--- src/rtl/nbpv_pkg.sv ---
// Shared types and widths for the pair velocity update block.
// No dependencies; every other file imports this package.
`timescale 1ns / 1ps

package nbpv_pkg;

  // Bit-serial multiplier: wide operand A, narrow operand B walked one bit a cycle.
  localparam int unsigned MUL_AW = 64;
  localparam int unsigned MUL_BW = 33;
  localparam int unsigned MUL_PW = MUL_AW + MUL_BW;

  // Square root: radicand is a sum of three 33-bit squares.
  localparam int unsigned SQ_W   = 66;
  localparam int unsigned ROOT_W = 34;

  // Divider: divisor is a distance or a total mass.
  localparam int unsigned DIV_SW = 34;

  // Width of G * m2 * DT before the fractional shift, and the fraction of G.
  localparam int unsigned DVD_BASE_W = 95;
  localparam int unsigned GRAV_FRAC  = 48;

  typedef struct packed {
    logic               operation;
    logic signed [31:0] pos_x;
    logic signed [31:0] pos_y;
    logic signed [31:0] pos_z;
    logic signed [31:0] vel_x;
    logic signed [31:0] vel_y;
    logic signed [31:0] vel_z;
    logic        [31:0] mass;
    logic               last_partner;
  } nbpv_in_t;

  typedef struct packed {
    logic signed [31:0] delta_x;
    logic signed [31:0] delta_y;
    logic signed [31:0] delta_z;
    logic               saturated;
  } nbpv_out_t;

endpackage

--- src/rtl/nbpv_mul.sv ---
// Bit-serial shift-add multiplier, one bit of the narrow operand per cycle.
// Depends on nbpv_pkg for operand widths.
`timescale 1ns / 1ps

module nbpv_mul import nbpv_pkg::*; (
  input  logic              clk_i,
  input  logic              rst_ni,
  input  logic              start_i,
  input  logic [MUL_AW-1:0] a_i,
  input  logic [MUL_BW-1:0] b_i,
  output logic              done_o,
  output logic [MUL_PW-1:0] prod_o
);

  localparam int unsigned CW = $clog2(MUL_BW + 1);

  logic [MUL_AW-1:0] a_q;
  logic [MUL_AW-1:0] hi_q;
  logic [MUL_BW-1:0] lo_q;
  logic [CW-1:0]     cnt_q;
  logic              busy_q;
  logic              done_q;
  logic [MUL_AW:0]   sum;

  assign sum = {1'b0, hi_q} + (lo_q[0] ? {1'b0, a_q} : {(MUL_AW + 1){1'b0}});

  always_ff @(posedge clk_i or negedge rst_ni) begin
    if (!rst_ni) begin
      a_q    <= '0;
      hi_q   <= '0;
      lo_q   <= '0;
      cnt_q  <= '0;
      busy_q <= 1'b0;
      done_q <= 1'b0;
    end else if (start_i) begin
      a_q    <= a_i;
      hi_q   <= '0;
      lo_q   <= b_i;
      cnt_q  <= CW'(MUL_BW);
      busy_q <= 1'b1;
      done_q <= 1'b0;
    end else if (busy_q) begin
      hi_q  <= sum[MUL_AW:1];
      lo_q  <= {sum[0], lo_q[MUL_BW-1:1]};
      cnt_q <= cnt_q - CW'(1);
      if (cnt_q == CW'(1)) begin
        busy_q <= 1'b0;
        done_q <= 1'b1;
      end
    end else begin
      done_q <= 1'b0;
    end
  end

  assign done_o = done_q;
  assign prod_o = {hi_q, lo_q};

endmodule

--- src/rtl/nbpv_div.sv ---
// Restoring divider, one quotient bit per cycle, quotient shifted into the dividend register.
// Depends on nbpv_pkg for the divisor width.
`timescale 1ns / 1ps

module nbpv_div import nbpv_pkg::*; #(
  parameter int unsigned DW = 111
) (
  input  logic              clk_i,
  input  logic              rst_ni,
  input  logic              start_i,
  input  logic [DW-1:0]     dvd_i,
  input  logic [DIV_SW-1:0] dsr_i,
  output logic              done_o,
  output logic [DW-1:0]     quot_o
);

  localparam int unsigned CW = $clog2(DW + 1);

  logic [DW-1:0]     dvd_q;
  logic [DIV_SW-1:0] rem_q;
  logic [DIV_SW-1:0] dsr_q;
  logic [CW-1:0]     cnt_q;
  logic              busy_q;
  logic              done_q;
  logic [DIV_SW:0]   trial;
  logic [DIV_SW:0]   diff;
  logic              ge;

  assign trial = {rem_q, dvd_q[DW-1]};
  assign ge    = trial >= {1'b0, dsr_q};
  assign diff  = trial - {1'b0, dsr_q};

  always_ff @(posedge clk_i or negedge rst_ni) begin
    if (!rst_ni) begin
      dvd_q  <= '0;
      rem_q  <= '0;
      dsr_q  <= '0;
      cnt_q  <= '0;
      busy_q <= 1'b0;
      done_q <= 1'b0;
    end else if (start_i) begin
      dvd_q  <= dvd_i;
      rem_q  <= '0;
      dsr_q  <= dsr_i;
      cnt_q  <= CW'(DW);
      busy_q <= 1'b1;
      done_q <= 1'b0;
    end else if (busy_q) begin
      rem_q <= ge ? diff[DIV_SW-1:0] : trial[DIV_SW-1:0];
      dvd_q <= {dvd_q[DW-2:0], ge};
      cnt_q <= cnt_q - CW'(1);
      if (cnt_q == CW'(1)) begin
        busy_q <= 1'b0;
        done_q <= 1'b1;
      end
    end else begin
      done_q <= 1'b0;
    end
  end

  assign done_o = done_q;
  assign quot_o = dvd_q;

endmodule

--- src/rtl/nbpv_sqrt.sv ---
// Digit-by-digit integer square root, two radicand bits and one root bit per cycle.
// Depends on nbpv_pkg for the radicand and root widths.
`timescale 1ns / 1ps

module nbpv_sqrt import nbpv_pkg::*; (
  input  logic              clk_i,
  input  logic              rst_ni,
  input  logic              start_i,
  input  logic [SQ_W-1:0]   rad_i,
  output logic              done_o,
  output logic [ROOT_W-1:0] root_o
);

  localparam int unsigned RW = 2 * ROOT_W;
  localparam int unsigned MW = ROOT_W + 2;
  localparam int unsigned CW = $clog2(ROOT_W + 1);

  logic [RW-1:0]     rad_q;
  logic [MW-1:0]     rem_q;
  logic [ROOT_W-1:0] root_q;
  logic [CW-1:0]     cnt_q;
  logic              busy_q;
  logic              done_q;
  logic [MW+1:0]     rem_t;
  logic [MW+1:0]     trial;
  logic [MW+1:0]     diff;
  logic              ge;

  assign rem_t = {rem_q, rad_q[RW-1:RW-2]};
  assign trial = {2'b00, root_q, 2'b01};
  assign ge    = rem_t >= trial;
  assign diff  = rem_t - trial;

  always_ff @(posedge clk_i or negedge rst_ni) begin
    if (!rst_ni) begin
      rad_q  <= '0;
      rem_q  <= '0;
      root_q <= '0;
      cnt_q  <= '0;
      busy_q <= 1'b0;
      done_q <= 1'b0;
    end else if (start_i) begin
      rad_q  <= RW'(rad_i);
      rem_q  <= '0;
      root_q <= '0;
      cnt_q  <= CW'(ROOT_W);
      busy_q <= 1'b1;
      done_q <= 1'b0;
    end else if (busy_q) begin
      rem_q  <= ge ? diff[MW-1:0] : rem_t[MW-1:0];
      root_q <= {root_q[ROOT_W-2:0], ge};
      rad_q  <= {rad_q[RW-3:0], 2'b00};
      cnt_q  <= cnt_q - CW'(1);
      if (cnt_q == CW'(1)) begin
        busy_q <= 1'b0;
        done_q <= 1'b1;
      end
    end else begin
      done_q <= 1'b0;
    end
  end

  assign done_o = done_q;
  assign root_o = root_q;

endmodule

--- src/rtl/nbody_pair_velocity_update_unit.sv ---
// Top level of the pair velocity update block: sequencer, body state and accumulators.
// Depends on nbpv_pkg, nbpv_mul, nbpv_div and nbpv_sqrt.
`timescale 1ns / 1ps

// A load item (operation 0) stores the body and clears the three velocity-change
// accumulators and the saturation flag. An interact item (operation 1) brings one
// partner and runs through one bit-serial multiplier, one bit-serial divider and
// one square-root unit, all shared. The offsets are squared one axis at a time,
// the square root gives the distance, and then either the gravity path runs (two
// products for G*m2*DT, three divisions by r, then one product per nonzero axis
// unless the factor is oversized) or the collision path runs (a product and a
// division per axis unless the total mass is zero); at zero distance or exactly
// at the collision distance neither runs. The block works on one item at a time
// and takes the next item as soon as the sequencer is idle again, even while a
// finished result still waits in the output register. Only an interact item with
// last_partner set gives a result item.
// Configuration is a plain write port and must only be used while the block is idle.
module nbody_pair_velocity_update_unit import nbpv_pkg::*; #(
  parameter int unsigned FRAC_BITS = 16
) (
  input  logic      clk_i,
  input  logic      rst_ni,
  input  logic      cfg_we_i,
  input  logic [1:0] cfg_idx_i,
  input  logic [31:0] cfg_data_i,
  input  logic      in_valid_i,
  output logic      in_ready_o,
  input  nbpv_in_t  in_data_i,
  output logic      out_valid_o,
  input  logic      out_ready_i,
  output nbpv_out_t out_data_o
);

  // The dividend of the gravity factor: G*m2*DT shifted up by the position fraction.
  localparam int unsigned DW = DVD_BASE_W + FRAC_BITS;

  localparam logic [1:0] REG_GRAV = 2'd0;
  localparam logic [1:0] REG_COLL = 2'd1;
  localparam logic [1:0] REG_STEP = 2'd2;

  localparam logic [1:0] LAST_AX = 2'd2;

  typedef enum logic [3:0] {
    ST_IDLE,
    ST_SQ,
    ST_SQRT,
    ST_SEL,
    ST_GM,
    ST_GMDT,
    ST_SDIV,
    ST_GTERM,
    ST_CMUL,
    ST_CDIV,
    ST_FIN
  } state_e;

  state_e state_q;
  logic   ph_q;
  logic [1:0] ax_q;
  logic [1:0] dcnt_q;

  logic [31:0] grav_q;
  logic [30:0] coll_q;
  logic [30:0] step_q;

  logic [31:0] bpos_q [3];
  logic [31:0] bvel_q [3];
  logic [31:0] bmass_q;
  logic signed [31:0] acc_q [3];
  logic        sat_q;

  // Partner offsets and velocity differences, two's complement in 33 bits.
  logic [32:0] d_q  [3];
  logic [32:0] dv_q [3];
  logic [31:0] m2_q;
  logic        last_q;
  logic [SQ_W-1:0]   r2_q;
  logic [ROOT_W-1:0] r_q;
  logic [DW-1:0]     s_q;

  logic [MUL_AW-1:0] mul_a_q;
  logic [MUL_BW-1:0] mul_b_q;
  logic              mul_start_q;
  logic [DW-1:0]     div_dvd_q;
  logic [DIV_SW-1:0] div_dsr_q;
  logic              div_start_q;
  logic              sqrt_start_q;

  nbpv_out_t out_q;
  logic      out_valid_q;

  logic              mul_done;
  logic [MUL_PW-1:0] mul_prod;
  logic              div_done;
  logic [DW-1:0]     div_quot;
  logic              sqrt_done;
  logic [ROOT_W-1:0] sqrt_root;

  nbpv_mul u_mul (
    .clk_i   (clk_i),
    .rst_ni  (rst_ni),
    .start_i (mul_start_q),
    .a_i     (mul_a_q),
    .b_i     (mul_b_q),
    .done_o  (mul_done),
    .prod_o  (mul_prod)
  );

  nbpv_div #(.DW(DW)) u_div (
    .clk_i   (clk_i),
    .rst_ni  (rst_ni),
    .start_i (div_start_q),
    .dvd_i   (div_dvd_q),
    .dsr_i   (div_dsr_q),
    .done_o  (div_done),
    .quot_o  (div_quot)
  );

  nbpv_sqrt u_sqrt (
    .clk_i   (clk_i),
    .rst_ni  (rst_ni),
    .start_i (sqrt_start_q),
    .rad_i   (r2_q),
    .done_o  (sqrt_done),
    .root_o  (sqrt_root)
  );

  // Current-axis operands and the term and accumulator update for that axis.
  logic [32:0]        d_cur;
  logic [32:0]        dv_cur;
  logic [32:0]        d_mag;
  logic [32:0]        dv_mag;
  logic [32:0]        total;
  logic               s_big;
  logic               term_neg;
  logic [DW-1:0]      term_mag;
  logic [32:0]        lim;
  logic [32:0]        term_m;
  logic               term_sat;
  logic [32:0]        term;
  logic [33:0]        acc_sum;
  logic signed [31:0] acc_new;
  logic               acc_sat;
  logic               upd_sat;
  logic               in_fire;

  assign in_fire = in_valid_i && in_ready_o;
  assign d_cur   = d_q[ax_q];
  assign dv_cur  = dv_q[ax_q];
  assign d_mag   = d_cur[32] ? (~d_cur + 33'd1) : d_cur;
  assign dv_mag  = dv_cur[32] ? (~dv_cur + 33'd1) : dv_cur;
  assign total   = {1'b0, bmass_q} + {1'b0, m2_q};
  assign s_big   = |s_q[DW-1:MUL_AW];

  always_comb begin
    term_neg = (state_q == ST_CDIV) ? dv_cur[32] : d_cur[32];
    if (state_q == ST_CDIV) begin
      term_mag = div_quot;
    end else if (s_big) begin
      term_mag = {DW{1'b1}};
    end else begin
      term_mag = DW'(mul_prod[MUL_PW-1:GRAV_FRAC]);
    end
    // A negative term may reach one step further than a positive one.
    lim      = term_neg ? 33'h0_8000_0000 : 33'h0_7FFF_FFFF;
    term_sat = term_mag > DW'(lim);
    term_m   = term_sat ? lim : term_mag[32:0];
    term     = term_neg ? (~term_m + 33'd1) : term_m;

    acc_sum = {{2{acc_q[ax_q][31]}}, acc_q[ax_q]} + {term[32], term};
    acc_sat = 1'b0;
    acc_new = acc_sum[31:0];
    if (!acc_sum[33] && (acc_sum[32] || acc_sum[31])) begin
      acc_new = 32'sh7FFF_FFFF;
      acc_sat = 1'b1;
    end else if (acc_sum[33] && !(acc_sum[32] && acc_sum[31])) begin
      acc_new = 32'sh8000_0000;
      acc_sat = 1'b1;
    end
    upd_sat = term_sat || acc_sat;
  end

  always_ff @(posedge clk_i or negedge rst_ni) begin
    if (!rst_ni) begin
      state_q      <= ST_IDLE;
      ph_q         <= 1'b0;
      ax_q         <= '0;
      dcnt_q       <= '0;
      grav_q       <= 32'd18781;
      coll_q       <= 31'd655;
      step_q       <= 31'd66;
      bpos_q       <= '{default: '0};
      bvel_q       <= '{default: '0};
      bmass_q      <= '0;
      acc_q        <= '{default: '0};
      sat_q        <= 1'b0;
      d_q          <= '{default: '0};
      dv_q         <= '{default: '0};
      m2_q         <= '0;
      last_q       <= 1'b0;
      r2_q         <= '0;
      r_q          <= '0;
      s_q          <= '0;
      mul_a_q      <= '0;
      mul_b_q      <= '0;
      mul_start_q  <= 1'b0;
      div_dvd_q    <= '0;
      div_dsr_q    <= '0;
      div_start_q  <= 1'b0;
      sqrt_start_q <= 1'b0;
      out_q        <= '0;
      out_valid_q  <= 1'b0;
    end else begin
      // A start pulse lasts one cycle; while it is high the issuing step already
      // waits for the unit, so no new start can be raised in the same cycle.
      if (mul_start_q) begin
        mul_start_q <= 1'b0;
      end
      if (div_start_q) begin
        div_start_q <= 1'b0;
      end
      if (sqrt_start_q) begin
        sqrt_start_q <= 1'b0;
      end

      if (cfg_we_i) begin
        unique case (cfg_idx_i)
          REG_GRAV: grav_q <= cfg_data_i;
          REG_COLL: coll_q <= cfg_data_i[30:0];
          REG_STEP: step_q <= cfg_data_i[30:0];
          default:  ;
        endcase
      end

      // A result leaving in the cycle a new one is written is replaced in ST_FIN.
      if (out_valid_q && out_ready_i && !(state_q == ST_FIN && last_q)) begin
        out_valid_q <= 1'b0;
      end

      unique case (state_q)
        ST_IDLE: begin
          if (in_fire) begin
            if (!in_data_i.operation) begin
              bpos_q[0] <= in_data_i.pos_x;
              bpos_q[1] <= in_data_i.pos_y;
              bpos_q[2] <= in_data_i.pos_z;
              bvel_q[0] <= in_data_i.vel_x;
              bvel_q[1] <= in_data_i.vel_y;
              bvel_q[2] <= in_data_i.vel_z;
              bmass_q   <= in_data_i.mass;
              acc_q     <= '{default: '0};
              sat_q     <= 1'b0;
            end else begin
              d_q[0]  <= {in_data_i.pos_x[31], in_data_i.pos_x} - {bpos_q[0][31], bpos_q[0]};
              d_q[1]  <= {in_data_i.pos_y[31], in_data_i.pos_y} - {bpos_q[1][31], bpos_q[1]};
              d_q[2]  <= {in_data_i.pos_z[31], in_data_i.pos_z} - {bpos_q[2][31], bpos_q[2]};
              dv_q[0] <= {in_data_i.vel_x[31], in_data_i.vel_x} - {bvel_q[0][31], bvel_q[0]};
              dv_q[1] <= {in_data_i.vel_y[31], in_data_i.vel_y} - {bvel_q[1][31], bvel_q[1]};
              dv_q[2] <= {in_data_i.vel_z[31], in_data_i.vel_z} - {bvel_q[2][31], bvel_q[2]};
              m2_q    <= in_data_i.mass;
              last_q  <= in_data_i.last_partner;
              r2_q    <= '0;
              ax_q    <= '0;
              ph_q    <= 1'b0;
              state_q <= ST_SQ;
            end
          end
        end

        ST_SQ: begin
          if (!ph_q) begin
            mul_a_q     <= MUL_AW'(d_mag);
            mul_b_q     <= d_mag;
            mul_start_q <= 1'b1;
            ph_q        <= 1'b1;
          end else if (mul_done) begin
            r2_q <= r2_q + mul_prod[SQ_W-1:0];
            ph_q <= 1'b0;
            if (ax_q == LAST_AX) begin
              ax_q    <= '0;
              state_q <= ST_SQRT;
            end else begin
              ax_q <= ax_q + 2'd1;
            end
          end
        end

        ST_SQRT: begin
          if (!ph_q) begin
            sqrt_start_q <= 1'b1;
            ph_q         <= 1'b1;
          end else if (sqrt_done) begin
            r_q     <= sqrt_root;
            ph_q    <= 1'b0;
            state_q <= ST_SEL;
          end
        end

        ST_SEL: begin
          // Exactly at the collision distance, or at zero distance, nothing is added.
          priority if (r_q > ROOT_W'(coll_q)) begin
            state_q <= ST_GM;
          end else if (r_q != '0 && r_q < ROOT_W'(coll_q)) begin
            state_q <= ST_CMUL;
          end else begin
            state_q <= ST_FIN;
          end
        end

        ST_GM: begin
          if (!ph_q) begin
            mul_a_q     <= MUL_AW'(grav_q);
            mul_b_q     <= MUL_BW'(m2_q);
            mul_start_q <= 1'b1;
            ph_q        <= 1'b1;
          end else if (mul_done) begin
            ph_q    <= 1'b0;
            state_q <= ST_GMDT;
          end
        end

        ST_GMDT: begin
          if (!ph_q) begin
            mul_a_q     <= mul_prod[MUL_AW-1:0];
            mul_b_q     <= MUL_BW'(step_q);
            mul_start_q <= 1'b1;
            ph_q        <= 1'b1;
          end else if (mul_done) begin
            s_q     <= {mul_prod[DVD_BASE_W-1:0], {FRAC_BITS{1'b0}}};
            ph_q    <= 1'b0;
            dcnt_q  <= '0;
            state_q <= ST_SDIV;
          end
        end

        ST_SDIV: begin
          // Three successive floor divisions by r give the floor of the division by r cubed.
          if (!ph_q) begin
            div_dvd_q   <= s_q;
            div_dsr_q   <= r_q;
            div_start_q <= 1'b1;
            ph_q        <= 1'b1;
          end else if (div_done) begin
            s_q  <= div_quot;
            ph_q <= 1'b0;
            if (dcnt_q == 2'd2) begin
              ax_q    <= '0;
              state_q <= ST_GTERM;
            end else begin
              dcnt_q <= dcnt_q + 2'd1;
            end
          end
        end

        ST_GTERM: begin
          if (!ph_q) begin
            if (d_cur == '0 || s_big) begin
              // A zero offset adds nothing; an oversized factor saturates the term.
              if (d_cur != '0) begin
                acc_q[ax_q] <= acc_new;
                if (upd_sat) begin
                  sat_q <= 1'b1;
                end
              end
              if (ax_q == LAST_AX) begin
                ax_q    <= '0;
                state_q <= ST_FIN;
              end else begin
                ax_q <= ax_q + 2'd1;
              end
            end else begin
              mul_a_q     <= s_q[MUL_AW-1:0];
              mul_b_q     <= d_mag;
              mul_start_q <= 1'b1;
              ph_q        <= 1'b1;
            end
          end else if (mul_done) begin
            acc_q[ax_q] <= acc_new;
            if (upd_sat) begin
              sat_q <= 1'b1;
            end
            ph_q <= 1'b0;
            if (ax_q == LAST_AX) begin
              ax_q    <= '0;
              state_q <= ST_FIN;
            end else begin
              ax_q <= ax_q + 2'd1;
            end
          end
        end

        ST_CMUL: begin
          if (!ph_q) begin
            if (total == '0) begin
              // Zero total mass gives a zero term without saturation.
              if (ax_q == LAST_AX) begin
                ax_q    <= '0;
                state_q <= ST_FIN;
              end else begin
                ax_q <= ax_q + 2'd1;
              end
            end else begin
              mul_a_q     <= MUL_AW'({m2_q, 1'b0});
              mul_b_q     <= dv_mag;
              mul_start_q <= 1'b1;
              ph_q        <= 1'b1;
            end
          end else if (mul_done) begin
            div_dvd_q   <= DW'(mul_prod[SQ_W-1:0]);
            div_dsr_q   <= DIV_SW'(total);
            div_start_q <= 1'b1;
            ph_q        <= 1'b0;
            state_q     <= ST_CDIV;
          end
        end

        ST_CDIV: begin
          if (div_done) begin
            acc_q[ax_q] <= acc_new;
            if (upd_sat) begin
              sat_q <= 1'b1;
            end
            if (ax_q == LAST_AX) begin
              ax_q    <= '0;
              state_q <= ST_FIN;
            end else begin
              ax_q    <= ax_q + 2'd1;
              state_q <= ST_CMUL;
            end
          end
        end

        ST_FIN: begin
          if (!last_q) begin
            state_q <= ST_IDLE;
          end else if (!out_valid_q || out_ready_i) begin
            out_q.delta_x   <= acc_q[0];
            out_q.delta_y   <= acc_q[1];
            out_q.delta_z   <= acc_q[2];
            out_q.saturated <= sat_q;
            out_valid_q     <= 1'b1;
            state_q         <= ST_IDLE;
          end
        end

        default: begin
          state_q <= ST_IDLE;
        end
      endcase
    end
  end

  assign in_ready_o  = (state_q == ST_IDLE);
  assign out_valid_o = out_valid_q;
  assign out_data_o  = out_q;

`ifndef SYNTH
  // A multiplier result only arrives while a step that issued a product waits for it.
  a_mul_ctx: assert property (@(posedge clk_i) disable iff (!rst_ni)
    mul_done |-> ph_q && (state_q == ST_SQ || state_q == ST_GM || state_q == ST_GMDT ||
                          state_q == ST_GTERM || state_q == ST_CMUL))
    else $error("multiplier finished outside a waiting step");

  // A divider result only arrives in one of the two division steps.
  a_div_ctx: assert property (@(posedge clk_i) disable iff (!rst_ni)
    div_done |-> (state_q == ST_SDIV && ph_q) || state_q == ST_CDIV)
    else $error("divider finished outside a division step");

  // A new result item only follows the end of a last partner.
  a_emit: assert property (@(posedge clk_i) disable iff (!rst_ni)
    $rose(out_valid_q) |-> $past(state_q == ST_FIN && last_q))
    else $error("result item raised without a last partner");
`endif

endmodule

--- config.mk ---
export PLATFORM = sky130hd
export DESIGN_NAME = nbody_pair_velocity_update_unit
export DESIGN_NICKNAME = d
export VERILOG_FILES = /design/src/rtl/nbpv_pkg.sv /design/src/rtl/nbpv_mul.sv /design/src/rtl/nbpv_div.sv /design/src/rtl/nbpv_sqrt.sv /design/src/rtl/nbody_pair_velocity_update_unit.sv
export SDC_FILE = /design/constraint.sdc
export NUM_CORES = 2
export LEC_CHECK = 0
export BUFFER_PORTS_ARGS = -buffer_cell sky130_fd_sc_hd__buf_2
export CORE_UTILIZATION = 63
export DETAILED_ROUTE_END_ITERATION = 12
export HOLD_SLACK_MARGIN = 0.15
export PLACE_DENSITY = 0.88
export SYNTH_ARGS = -nofsm -noshare
export SYNTH_HDL_FRONTEND = slang
export SYNTH_SLANG_ARGS = --single-unit
--- constraint.sdc ---
create_clock -name clk_i -period 10.5 [get_ports clk_i]
set_input_delay 2.625 -clock clk_i [delete_from_list [all_inputs] [get_ports clk_i]]
set_output_delay 2.625 -clock clk_i [all_outputs]
set_load 0.02 [all_outputs]
==> flow_summary.ini <==
[outcome]
status = finished with violations
violations = design-rule violations

[synthesis]
synth_ff_type = dfrtp_1
seq_area_frac_synth = 0.433
synth_async_sr_flop_share = 1.00
ys_types = 101
synth_cells = 10802
syn_avg_cell_area_um2 = 9.17
syn-cell-area_um2 = 99100
synth_nets = 11609
synth_top_area_frac = 0.428
synth_top_cell_by_area = dfrtp_1
yosysWarningCount = 0
synth_edf_count = 0
synth_area_leaders = dfrtp_1, ha_1, nand2_1
ys_seq_elements = 1712

[grt]
grt_pass1_vias = 83118
grt_max_degree = 223
grt_pass1_wl_um = 479000
antenna_found_initial = 33
globalRouteTotalUtil = 0.387
grt-ovfl-total = 0

[sta]
tightest_slew_ns = 1.46
slew_headroom = 0.0184
fmax_mhz = 99.8
hold_viol_final = 0
slew_violations = 0
whs_ns = 0.474
setup_viol = 0
rsz0062_at_grt = false
skew_ns = 0.0402
period_needed_ns = 10.02
fin_crit_sh = 0.954
setup-tns-final_ns = 0

[cts]
cts_root_buf = clkbuf_16
cts_max_level = 4
cts-resized-gates = 0
cts.sink_count = 1712
clock_path_buffers = 3
cts_tree = yes
cts_inserted_buffers = 180
cts_setup_buffers = 0
insertion_delay_ns = 0.86
clk_pin_slew_ns = 0.06
ctsHoldBuffers = 0

[detailed_routing]
dr.pass1.iters = 13
vias = 85777
vias_per_cell = 6.55
wirelength_um = 310000
drc_errors = 4
final_antenna_net_count = 0
avgRoutedWirePerCell_um = 23.7
first_iter_violations = 10686

[setup_path]
startpoint_type = flop
worstPathArrival_ns = 10.79
rrSetupSlack_ns = 0.48
rr_endpoint = acc_q[74]
crit_type = flop to flop
r2r_cells = 35
cp.required_ns = 11.27
crit_fanout = 23
worst_path_max_delay_cell = and3_1
cp-end-kind = flop
slowest_delay_ns = 0.60
r2r-start = s_q[94]

[min_path]
holdPathStages = 2
hold_end = d_q[79]
hold_class = flop to flop
hold_start = d_q[79]

[pwr]
power_density_nw_per_um2 = 129
ir_drop_mv = 0.144
power_leakage_nw = 51.7
internal-power_w = 0.0107
comb_power_share = 0.039
swShare = 0.232
pwr-share-clk = 0.480
p_sw_w = 0.00324
pwr-share-seq = 0.481

[floorplan]
rows = 145
core-area_um2 = 156000
die_area_um2 = 159000
die_w_um = 399
pin_count = 364
initial_utilization = 0.634
die_h_um = 399

[layout]
area_growth_pct = 9.56
drive_above_1_share = 0.115
num-fill-cells = 11367
nets = 11670
stdcell_count = 13087

[placement]
dp.cells = 12739
gp_congestion = 1.00
port_buffers = 363
dpl.hpwl_um = 221000

[job]
max_cap_viol_count = 0
[sequential cells by signal (all words and copies together) (netlist names), 66 cells and up]
signal	cells
d_q	99
u_div.quot_o	111
out_data_o	97
s_q	111
div_dvd_q	111
acc_q	96
bvel_q	96
dv_q	99
u_sqrt.rad_q	68
r2_q	66
bpos_q	96
[worst max path at each step]
stage | startpoint | end | slack, ns | depth (start not counted)
5_1_grt | s_q[94] | acc_q[80] | 0.16 | 35
3_3_place_gp | s_q[94] | acc_q[65] | 0.61 | 33
3_5_place_dp | s_q[94] | acc_q[80] | 0.60 | 35
2_1_floorplan | ax_q[1] | acc_q[21] | 0.90 | 44
4_1_cts | s_q[94] | acc_q[80] | 0.53 | 33
6_report | s_q[94] | acc_q[74] | 0.48 | 35
[critical path, delay by kind of cell, from the launching register on]
kind / cells / cell delay, ns
compound gates: 16 / 3.74
xor+xnor: 1 / 0.22
fa+ha+maj: 3 / 0.87
buf+inv: 3 / 0.86
flops: 1 / 0.40
simple gates: 12 / 3.79
[power by group through the flow]
stage	clock [W]	combinational (W)	sequential [W]
after floorplan	0	0.000235	0.00682
after global placement	0	0.000517	0.00683
after detailed placement	0	0.000535	0.00684
after CTS	0.00671	0.000542	0.00672
after global routing	0.00697	0.000599	0.00672
final	0.00670	0.000545	0.00672
[per-stage QoR]
stage,util,setup WS [ns],power [W],area [um2]
global route,0.695,0.159,0.0143,109000
CTS,0.694,0.525,0.0140,108000
finish,0.695,0.480,0.0140,109000
detailed placement,0.655,0.595,0.00737,102000
global placement,0.655,0.609,0.00735,102000
floorplan,-,0.898,0.00706,99100
[area by class of cell]
class,count,area (um2),share of cell area
multi-input combinational,8057,52400,0.483
sequential,1712,42900,0.395
clock buffer,255,5230,0.0482
timing repair buffer,473,2800,0.0257
tap,2058,2570,0.0237
inverter,439,1650,0.0152
clock inverter,78,971,0.00894
antenna,15,37.5,0.000346
[layout by cell type (no fill, tap or decap), types with 198 or more instances in the layout]
master,Yosys,final
a21o_1,234,234
a21oi_1,588,581
a31oi_1,238,236
buf_2,25,362
dfrtp_1,1696,1688
ha_1,531,531
inv_1,435,435
mux2_2,301,301
mux2i_1,395,395
nand2_1,1714,1712
nor2_1,771,766
o21ai_0,1043,1042
xnor2_1,257,257
xor2_1,198,198
[routing by layer]
layer	up-vias	track usage	wire length [um]
met5	-	0	225
met4	34	0.220	20900
met3	1191	0.0960	32400
met2	4723	0.590	137000
met1	41534	0.505	119000
li1	38295	-	-
[cell usage after synthesis (all sizes together) (56+ instances only)]
library cell	number
nand2	1715
dfrtp	1696
o21ai	1050
nor2	772
a21oi	589
ha	531
clkbuf	481
inv	435
mux2i	395
mux2	353
xnor2	257
a31oi	238
a21o	234
xor2	198
nor3	151
buf	113
nand3	106
and2	102
a211oi	99
nand2b	97
a221o	92
nor2b	74
nor4	70
a22oi	68
o21a	65
o211ai	63
a22o	62
o31ai	58
or3	57
and3	56
[logic make-up (layout without fill, tap and decap cells)]
| family | Yosys count | count (layout) | share of synthesized area |
|---|---|---|---|
| simple gates | 3359 | 3359 | 0.148 |
| compound gates | 2953 | 2953 | 0.187 |
| flops | 1712 | 1712 | 0.433 |
| buf+inv | 1033 | 1245 | 0.0409 |
| mux | 748 | 748 | 0.0820 |
| fa+ha+maj | 542 | 542 | 0.0693 |
| xor+xnor | 455 | 455 | 0.0402 |
| other cells | 0 | 15 | 0 |
No activity file was read; power rests on OpenSTA's default activity.
